`config.mk`:
```
export PLATFORM = sky130hd
export DESIGN_NAME = gpr_div
export DESIGN_NICKNAME = d
export VERILOG_FILES = /design/src/hdl/gpr_pkg.sv /design/src/hdl/gpr_div.sv
export SDC_FILE = /design/constraint.sdc
export NUM_CORES = 1
export LEC_CHECK = 0
export BUFFER_PORTS_ARGS = -buffer_cell sky130_fd_sc_hd__clkbuf_2
export CAP_MARGIN = 20
export CORE_MARGIN = 2
export CORE_UTILIZATION = 50
export DETAILED_ROUTE_END_ITERATION = 10
export PLACE_DENSITY = 0.75
export SKIP_CTS_REPAIR_TIMING = 1
export SLEW_MARGIN = 20
export SYNTH_ARGS = -nofsm -noshare
export SYNTH_HDL_FRONTEND = slang
export SYNTH_SLANG_ARGS = --single-unit
```
`constraint.sdc`:
```
create_clock -name clk -period 6.76 [get_ports clk]
set_input_delay 0.676 -clock clk [delete_from_list [all_inputs] [get_ports clk]]
set_output_delay 0.676 -clock clk [all_outputs]
set_load 0.02 [all_outputs]
```
`src/hdl/gpr_pkg.sv`:
```
`timescale 1ns / 1ps

package gpr_pkg;

  // Coordinate and entry layout
  localparam int POS_W   = 17;
  localparam int STAMP_W = 32;
  localparam int ENTRY_W = 2 * POS_W + STAMP_W;

  // Shared divider widths
  localparam int DIV_NUM_W = 64;
  localparam int DIV_DEN_W = 48;

  typedef enum logic [2:0] {
    CMD_BEGIN   = 3'd0,
    CMD_ADD     = 3'd1,
    CMD_END     = 3'd2,
    CMD_CLEAR   = 3'd3,
    CMD_ADVANCE = 3'd4,
    CMD_PLAY    = 3'd5,
    CMD_STOP    = 3'd6,
    CMD_SETCUR  = 3'd7
  } cmd_t;

  localparam logic CFG_BEAT_SYNC  = 1'b0;
  localparam logic CFG_LOOP_BEATS = 1'b1;

endpackage

```
`src/hdl/gpr_div.sv`:
```
`timescale 1ns / 1ps

module gpr_div (
  input  logic                            clk,
  input  logic                            rst,
  input  logic                            start,
  input  logic [gpr_pkg::DIV_NUM_W-1:0]   dividend,
  input  logic [gpr_pkg::DIV_DEN_W-1:0]   divisor,
  output logic                            done,
  output logic [gpr_pkg::DIV_NUM_W-1:0]   quotient,
  output logic [gpr_pkg::DIV_DEN_W-1:0]   remainder
);

  localparam int NW = gpr_pkg::DIV_NUM_W;
  localparam int DW = gpr_pkg::DIV_DEN_W;
  localparam int CNT_W = $clog2(NW + 1);

  logic [CNT_W-1:0] cnt;
  logic             busy;
  logic [DW-1:0]    den;
  logic [DW:0]      trial;

  assign trial = {remainder, quotient[NW-1]};

  // Restoring division, one quotient bit per cycle
  always_ff @(posedge clk) begin
    if (rst) begin
      busy <= 1'b0;
      done <= 1'b0;
      cnt  <= '0;
    end else begin
      done <= 1'b0;
      if (start) begin
        busy      <= 1'b1;
        cnt       <= '0;
        den       <= divisor;
        quotient  <= dividend;
        remainder <= '0;
      end else if (busy) begin
        if (trial >= {1'b0, den}) begin
          remainder <= DW'(trial - {1'b0, den});
          quotient  <= {quotient[NW-2:0], 1'b1};
        end else begin
          remainder <= trial[DW-1:0];
          quotient  <= {quotient[NW-2:0], 1'b0};
        end
        cnt <= cnt + CNT_W'(1);
        if (cnt == CNT_W'(NW - 1)) begin
          busy <= 1'b0;
          done <= 1'b1;
        end
      end
    end
  end

endmodule

```
==> results of run 1 <==
metal layers:
layer	global-route usage	up-vias	part of all wire
met5	0	-	0
met4	0.08533	0	0.022
met3	0.07715	31	0.085
met2	0.4188	321	0.49
met1	0.2959	3746	0.41
li1	-	3790	-
logic make-up (layout without fill, tap and decap cells):
kind of cell    Yosys count  count (layout)  synth area share
simple gates            176             176           0.08708
flops                   169             169            0.5072
xor+xnor                 41              41           0.03654
compound gates          281             281            0.1870
fa+ha+maj                50              50           0.06442
other cells               0               1                 0
mux                      66              66           0.07537
buf+inv                 100             327           0.04239
where the power goes:
part / internal, uW / total [uW] / switching (uW)
Sequential: 1250 / 1300 / 50.6
Combinational: 329 / 841 / 512
Clock: 529 / 994 / 465
Total: 2110 / 3140 / 1030
stage by stage:
stage,util,std cells,setup WS [ps],total power [uW],hold WS [ps]
6_report,0.6111,1376,2842,3139,409.0
2_1_floorplan,-,883,193.5,1919,433.7
5_1_grt,0.6110,1375,2553,3283,392.3
3_3_place_gp,0.5763,1340,2563,2134,472.4
4_1_cts,0.6096,1374,2699,3154,391.9
3_5_place_dp,0.5788,1342,2728,2156,486.1
synth_stat cells, types with 2 or more instances:
cell type	instances
edfxtp_1	160
a21oi_1	82
mux2_2	64
o21ai_0	62
inv_1	58
ha_1	49
nand2_1	49
nor2_1	43
o211ai_1	42
clkbuf_1	33
xnor2_1	24
a21o_1	19
nor3_1	17
xor2_1	17
nand3_1	14
a211oi_1	13
nand4_1	12
a31oi_1	9
dfxtp_1	9
nor2b_1	9
and3_1	7
o21a_1	7
o22ai_1	6
or3_1	6
a211o_1	4
o21bai_1	4
o31a_1	4
o31ai_1	4
a311oi_1	3
buf_2	3
buf_6	3
nor3b_1	3
nor4_1	3
o2111ai_1	3
o21ai_2	3
or2_2	3
a221oi_1	2
a221oi_2	2
mux2i_1	2
nand2b_1	2
o21ai_1	2
final cells by class:
| class | count | area, um2 | share of cell area |
|---|---|---|---|
| Timing Repair Buffer | 236 | 1271 | 0.1072 |
| Sequential cell | 169 | 4985 | 0.4205 |
| Clock inverter | 15 | 172.7 | 0.01456 |
| Clock buffer | 17 | 425.4 | 0.03588 |
| Antenna cell | 1 | 2.502 | 0.0002111 |
| Multi-Input combinational cell | 614 | 4446 | 0.3750 |
| Inverter | 59 | 221.5 | 0.01868 |
| Tap cell | 265 | 331.6 | 0.02797 |
flip-flops by register name, summed over array words and instances, names as in the netlist:
signal,cells
cnt,7
den,48
remainder,48
busy,1
quotient,64
done,1
final timing paths:
path                 start     endpoint  slack [ps]  depth (start not counted)
max          remainder[17]  quotient[0]        2840                         11
min            divisor[40]      den[40]         410                          1
max reg2reg  remainder[17]  quotient[0]        2840                         11
min reg2reg         cnt[6]         done         490                          1
worst reg2reg max path: cells and delay by family, from the launching register on:
family                   cells  cell delay (ps)
adder cells (fa/ha/maj)      1              400
buffers and inverters        1              240
flip-flops                   1              410
multiplexers                 1              350
AO/OA/AOI/OAI                7             2040
AND/OR/NAND/NOR              1              230
==> results by group, run 1 <==
STA
  • Tcrit/Tclk final: 0.5795
  • Worst Clk Skew: 13.75 ps
  • RSZ-0062 raised after global routing: no
  • Final setup fails: 0
  • Normalized max-slew margin: 0.5075
  • Setup Total Neg Slack: 0 ps
  • Hold Fails Final Rpt: 0
  • Slew @ Worst Pin: 738.6 ps
  • Max Clock Freq: 255.3 MHz
  • Fin crit period: 3918 ps
  • Max Slew Vio Count: 0

Floorplan
  • Core ar.: 19,400 um2
  • Die height: 144.2 um
  • Starting Density: 0.5066
  • Die area: 20,790 um2
  • Site row count: 51
  • Die Wd: 144.2 um
  • Ports: 228

GRT
  • Pin count of the biggest net entering global routing: 72
  • Vias in the first global route: 7,666
  • Total track usage: 0.2460
  • Global-route wire length before repair: 39,430 um
  • Remaining global-route overflow: 0
  • Initial antenna violation count: 1

Worst setup path
  • Crit path max-delay cell type: a31oi_4
  • Crit path top cell by count: a21oi_1
  • Worst-path cell chain: ha_1, a21oi_1, o21ai_0, a211oi_1, o31ai_1, a21oi_1, nand4_1, a31oi_4, buf_16, o21ai_2, mux2_2
  • CP Launch Type: flop
  • Largest delay share family, worst path: compound AO/OA/AOI/OAI gates
  • Crit Path Max Fanout: 24
  • WP data required: 6950 ps
  • Worst Path Buf+Inv: 1
  • Arrival @ worst endpoint: 4110 ps
  • Worst Path Class, Setup: reg -> reg
  • Critical path endpoint category: flop
  • Worst path max stage delay: 510 ps

Synth
  • Synth Instances: 883
  • Number of synthesized flops with an enable pin: 160
  • Cell taking the most area after synthesis: edfxtp_1
  • Synth cell types: 63
  • Ys flop type: edfxtp_1
  • Synth async-reset ratio: 0
  • Sequential element share of the synthesized area: 0.5072
  • Number of synthesized register bits: 169
  • Ranking of synthesized cells by area: edfxtp_1 49%, mux2_2 7.3%, ha_1 6.2%, a21oi_1 4.2%, o211ai_1 3.2%
  • Mean Syn Cell Area: 11.13 um2
  • Mapped cell area: 9828 um2
  • Post-synth top area share: 0.4889
  • Synth warn: 0
  • Synth Net Count: 1,048

Flow run
  • # Max-Cap Violations: 0

Place
  • Hpwl dp: 18,510 um
  • Port bufs: 227
  • Placer Congestion: 0.9169
  • Dpl cell area: 11,230 um2

CTS
  • Num CTS Buffers: 17
  • CTS tree: done
  • Reg clk slew, reported paths: 80 ps
  • Latest clock arrival within the worst-skew pair: 440 ps
  • Longest Clk Path Bufs: 2
  • CTS sink count: 169
  • Root buffer selected by CTS: clkbuf_16
  • CTS H-tree depth: 4

Power
  • Peak VDD IR: 0.1383 mV
  • Leakage power total: 0.004863 uW
  • PwrDens: 264.8 nW/um2

Layout
  • Commonest non-fill, non-tap cell in the layout: clkbuf_2
  • Most frequent cells in the layout: 226 x clkbuf_2, 160 x edfxtp_1, 81 x a21oi_1
  • Final Cell Area: 11,860 um2
  • Layout cell share with drive strength beyond 1: 0.3180
  • Fill cells: 1,692
  • Area grow syn2layout: 20.62%
  • Nets: 1,262

Min path
  • Worst min path class: in -> reg

Route
  • DR vias: 7,888
  • Avg WL per Cell: 18.68 um
  • Post-route ant nets: 0
  • DRC Markers: 0
  • Post-Route WL: 25,710 um
  • Vias per cell: 5.733
  • Initial DRC Count: 589
  • Drt pass-1 iters: 4

Run status
  • Status: complete, no violations
Power figures use the tool's default switching activity.
==> run 2: changes to the inputs <==
CORE_UTILIZATION = 55   (was 50)
PLACE_DENSITY = 0.78   (was 0.75)
clock period = 3.9 ns   (was 6.76 ns; I/O delays follow)
==> run 2 against run 1 <==
Sequential share of layout area rose by 0.23 points; die area fell by 8.8%; cell count fell by 2.5%; register-to-register slack got worse by 2600 ps; maximum frequency rose by 8.5%; non-clock buffer count rose by 6; via count rose by 0.57%; critical path type unchanged.
==> results by group, run 2 (synthesis results as in run 1) <==
Layout
  • Max FFs per register: 64 (unchanged)
  • Most frequent cells in the layout: 226 x clkbuf_2, 160 x edfxtp_1, 81 x a21oi_1
  • Reg with most FFs: quotient
  • Area grow syn2layout: 19.97%
  • Regs by FF count: quotient: 64 flops, den: 48 flops, remainder: 48 flops
  • # diodes: 0 (-1)
  • Commonest non-fill, non-tap cell in the layout: clkbuf_2
  • Layout cell share with drive strength beyond 1: 0.3208 (+0.002771)
  • Fill cells: 1,339 (-21%)
  • Nets: 1,268 (+0.48%)

CTS
  • CTS tree: done
  • CTS H-tree depth: 4 (unchanged)
  • Root buffer selected by CTS: clkbuf_16
  • CTS sink count: 169 (unchanged)
  • Reg clk slew, reported paths: 70 ps (about the same)
  • Latest clock arrival within the worst-skew pair: 440 ps (about the same)
  • Longest Clk Path Bufs: 2 (unchanged)
  • Num CTS Buffers: 17 (unchanged)

Route
  • Initial DRC Count: 514 (-13%)
  • Post-route ant nets: 0 (unchanged)
  • Drt pass-1 iters: 5 (+1)
  • Avg WL per Cell: 18.89 um (+1.1%)
  • Post-Route WL: 25,340 um (-1.4%)
  • Vias per cell: 5.916 (+3.2%)
  • DRC Markers: 0 (unchanged)
  • DR vias: 7,933 (+0.57%)

GRT
  • Pin count of the biggest net entering global routing: 75 (+4.2%)
  • Grt met3 use: 0.07395 (-0.003201)
  • Initial antenna violation count: 0 (-1)
  • M1 GR Usage: 0.3305 (+0.03455)
  • Global-route wire length before repair: 39,450 um (about the same)
  • Met2 Track Usage GR: 0.4544 (+0.03560)
  • Most used routing layer: met2
  • Vias in the first global route: 7,807 (+1.8%)
  • Total track usage: 0.2702 (+0.02418)
  • Remaining global-route overflow: 0 (unchanged)

Floorplan
  • Site row count: 48 (-5.9%)
  • Ports: 228 (unchanged)
  • Core ar.: 17,360 um2 (-11%)
  • Die Wd: 137.7 um (-4.5%)
  • Die area: 18,950 um2 (-8.8%)
  • Starting Density: 0.5662 (+0.05961)
  • Die height: 137.7 um (-4.5%)

STA
  • Max Slew Vio Count: 0 (unchanged)
  • Normalized max-slew margin: 0.3069 (-0.2006)
  • Final worst slack: 290.1 ps (-2552 ps)
  • Hold Fails Final Rpt: 0 (unchanged)
  • Slew @ Worst Pin: 1040 ps (+301.0 ps)
  • Final setup fails: 0 (unchanged)
  • RSZ-0062 raised after global routing: no
  • Fin crit period: 3610 ps (-307.6 ps)
  • Worst Clk Skew: 15.56 ps (+1.808 ps)
  • Max Clock Freq: 277.0 MHz (+8.5%)
  • Setup Total Neg Slack: 0 ps (unchanged)
  • Tcrit/Tclk final: 0.9256 (+0.3461)

Worst setup path
  • Register-to-register setup slack: 290 ps (-2550 ps)
  • Worst r2r src: quotient[63]
  • CP Launch Type: flop
  • Arrival @ worst endpoint: 3750 ps (-360 ps)
  • Critical path endpoint category: flop
  • WP data required: 4040 ps (-2910 ps)
  • Worst Path Class, Setup: reg -> reg
  • Worst r2r dst: remainder[44]
  • Crit Path Max Fanout: 5 (-79%)
  • Worst R2R Path Depth: 12 (+1)

Min path
  • WHS Endpoint: den[2]
  • Worst min path class: in -> reg
  • Min-delay src: divisor[2]
  • Hold path cells: 1 (unchanged)

Power
  • PwrDens: 464.3 nW/um2 (+75%)
  • Peak VDD IR: 0.3831 mV (+180%)
  • Leakage power total: 0.004874 uW (+0.22%)

Place
  • Hpwl dp: 18,330 um (-0.94%)
  • Placer Congestion: 0.8999 (-1.9%)
  • Port bufs: 227 (unchanged)
  • Pre-CTS WS: 317.6 ps (-2411 ps)

Flow run
  • # Max-Cap Violations: 0 (unchanged)

Run status
  • Status: complete, no violations
## run 2: worst max path at each step
stage                            start       endpoint  slack, ps
final                     quotient[63]  remainder[44]        290
after global routing      quotient[63]  remainder[44]         40
after CTS                 quotient[63]  remainder[44]        290
after detailed placement  quotient[63]  remainder[44]        320
after global placement    quotient[63]  remainder[44]        430
after floorplan           quotient[63]  remainder[44]        660
## run 2: cell type report
| type | instances | area (um2) | share of cell area |
|---|---|---|---|
| flip-flops and latches | 169 | 4985 | 0.4228 |
| multi-input cells | 614 | 4446 | 0.3770 |
| repair buffers | 242 | 1251 | 0.1061 |
| clock buffers | 18 | 429.2 | 0.03640 |
| well taps | 225 | 281.5 | 0.02388 |
| inverters | 59 | 221.5 | 0.01878 |
| clock inverters | 14 | 177.7 | 0.01507 |
## run 2: power by group
part | switching (uW) | total, uW | internal (uW)
clock | 784 | 1760 | 976
combinational | 885 | 1450 | 567
sequential | 88.6 | 2260 | 2170
total | 1760 | 5470 | 3720
## run 2: stage by stage
stage	instance area [um2]	utilization	hold slack, ps	cells	power, uW
floorplan	9836	-	433.7	883	3319
global placement	11180	0.6444	457.3	1309	3703
detailed placement	11180	0.6444	462.8	1309	3731
CTS	11790	0.6794	110.4	1341	5490
global route	11790	0.6794	107.6	1341	5725
finish	11790	0.6794	124.9	1341	5474
## run 2: critical path, cell delays in order (launching register included)
cell	delay (ps)
edfxtp_1	370
inv_1	60
ha_1	220
fa_1	410
nor2b_1	170
o2111ai_1	140
a311o_1	420
a221oi_2	430
o211ai_1	250
a21o_1	250
o21ai_1	260
mux2i_1	230
a311oi_1	120
## run 2: layer usage
metal | up-vias | share of wire
li1 | 3803 | -
met1 | 3743 | 0.40
met2 | 338 | 0.48
met3 | 49 | 0.084
met4 | 0 | 0.031
met5 | - | 0
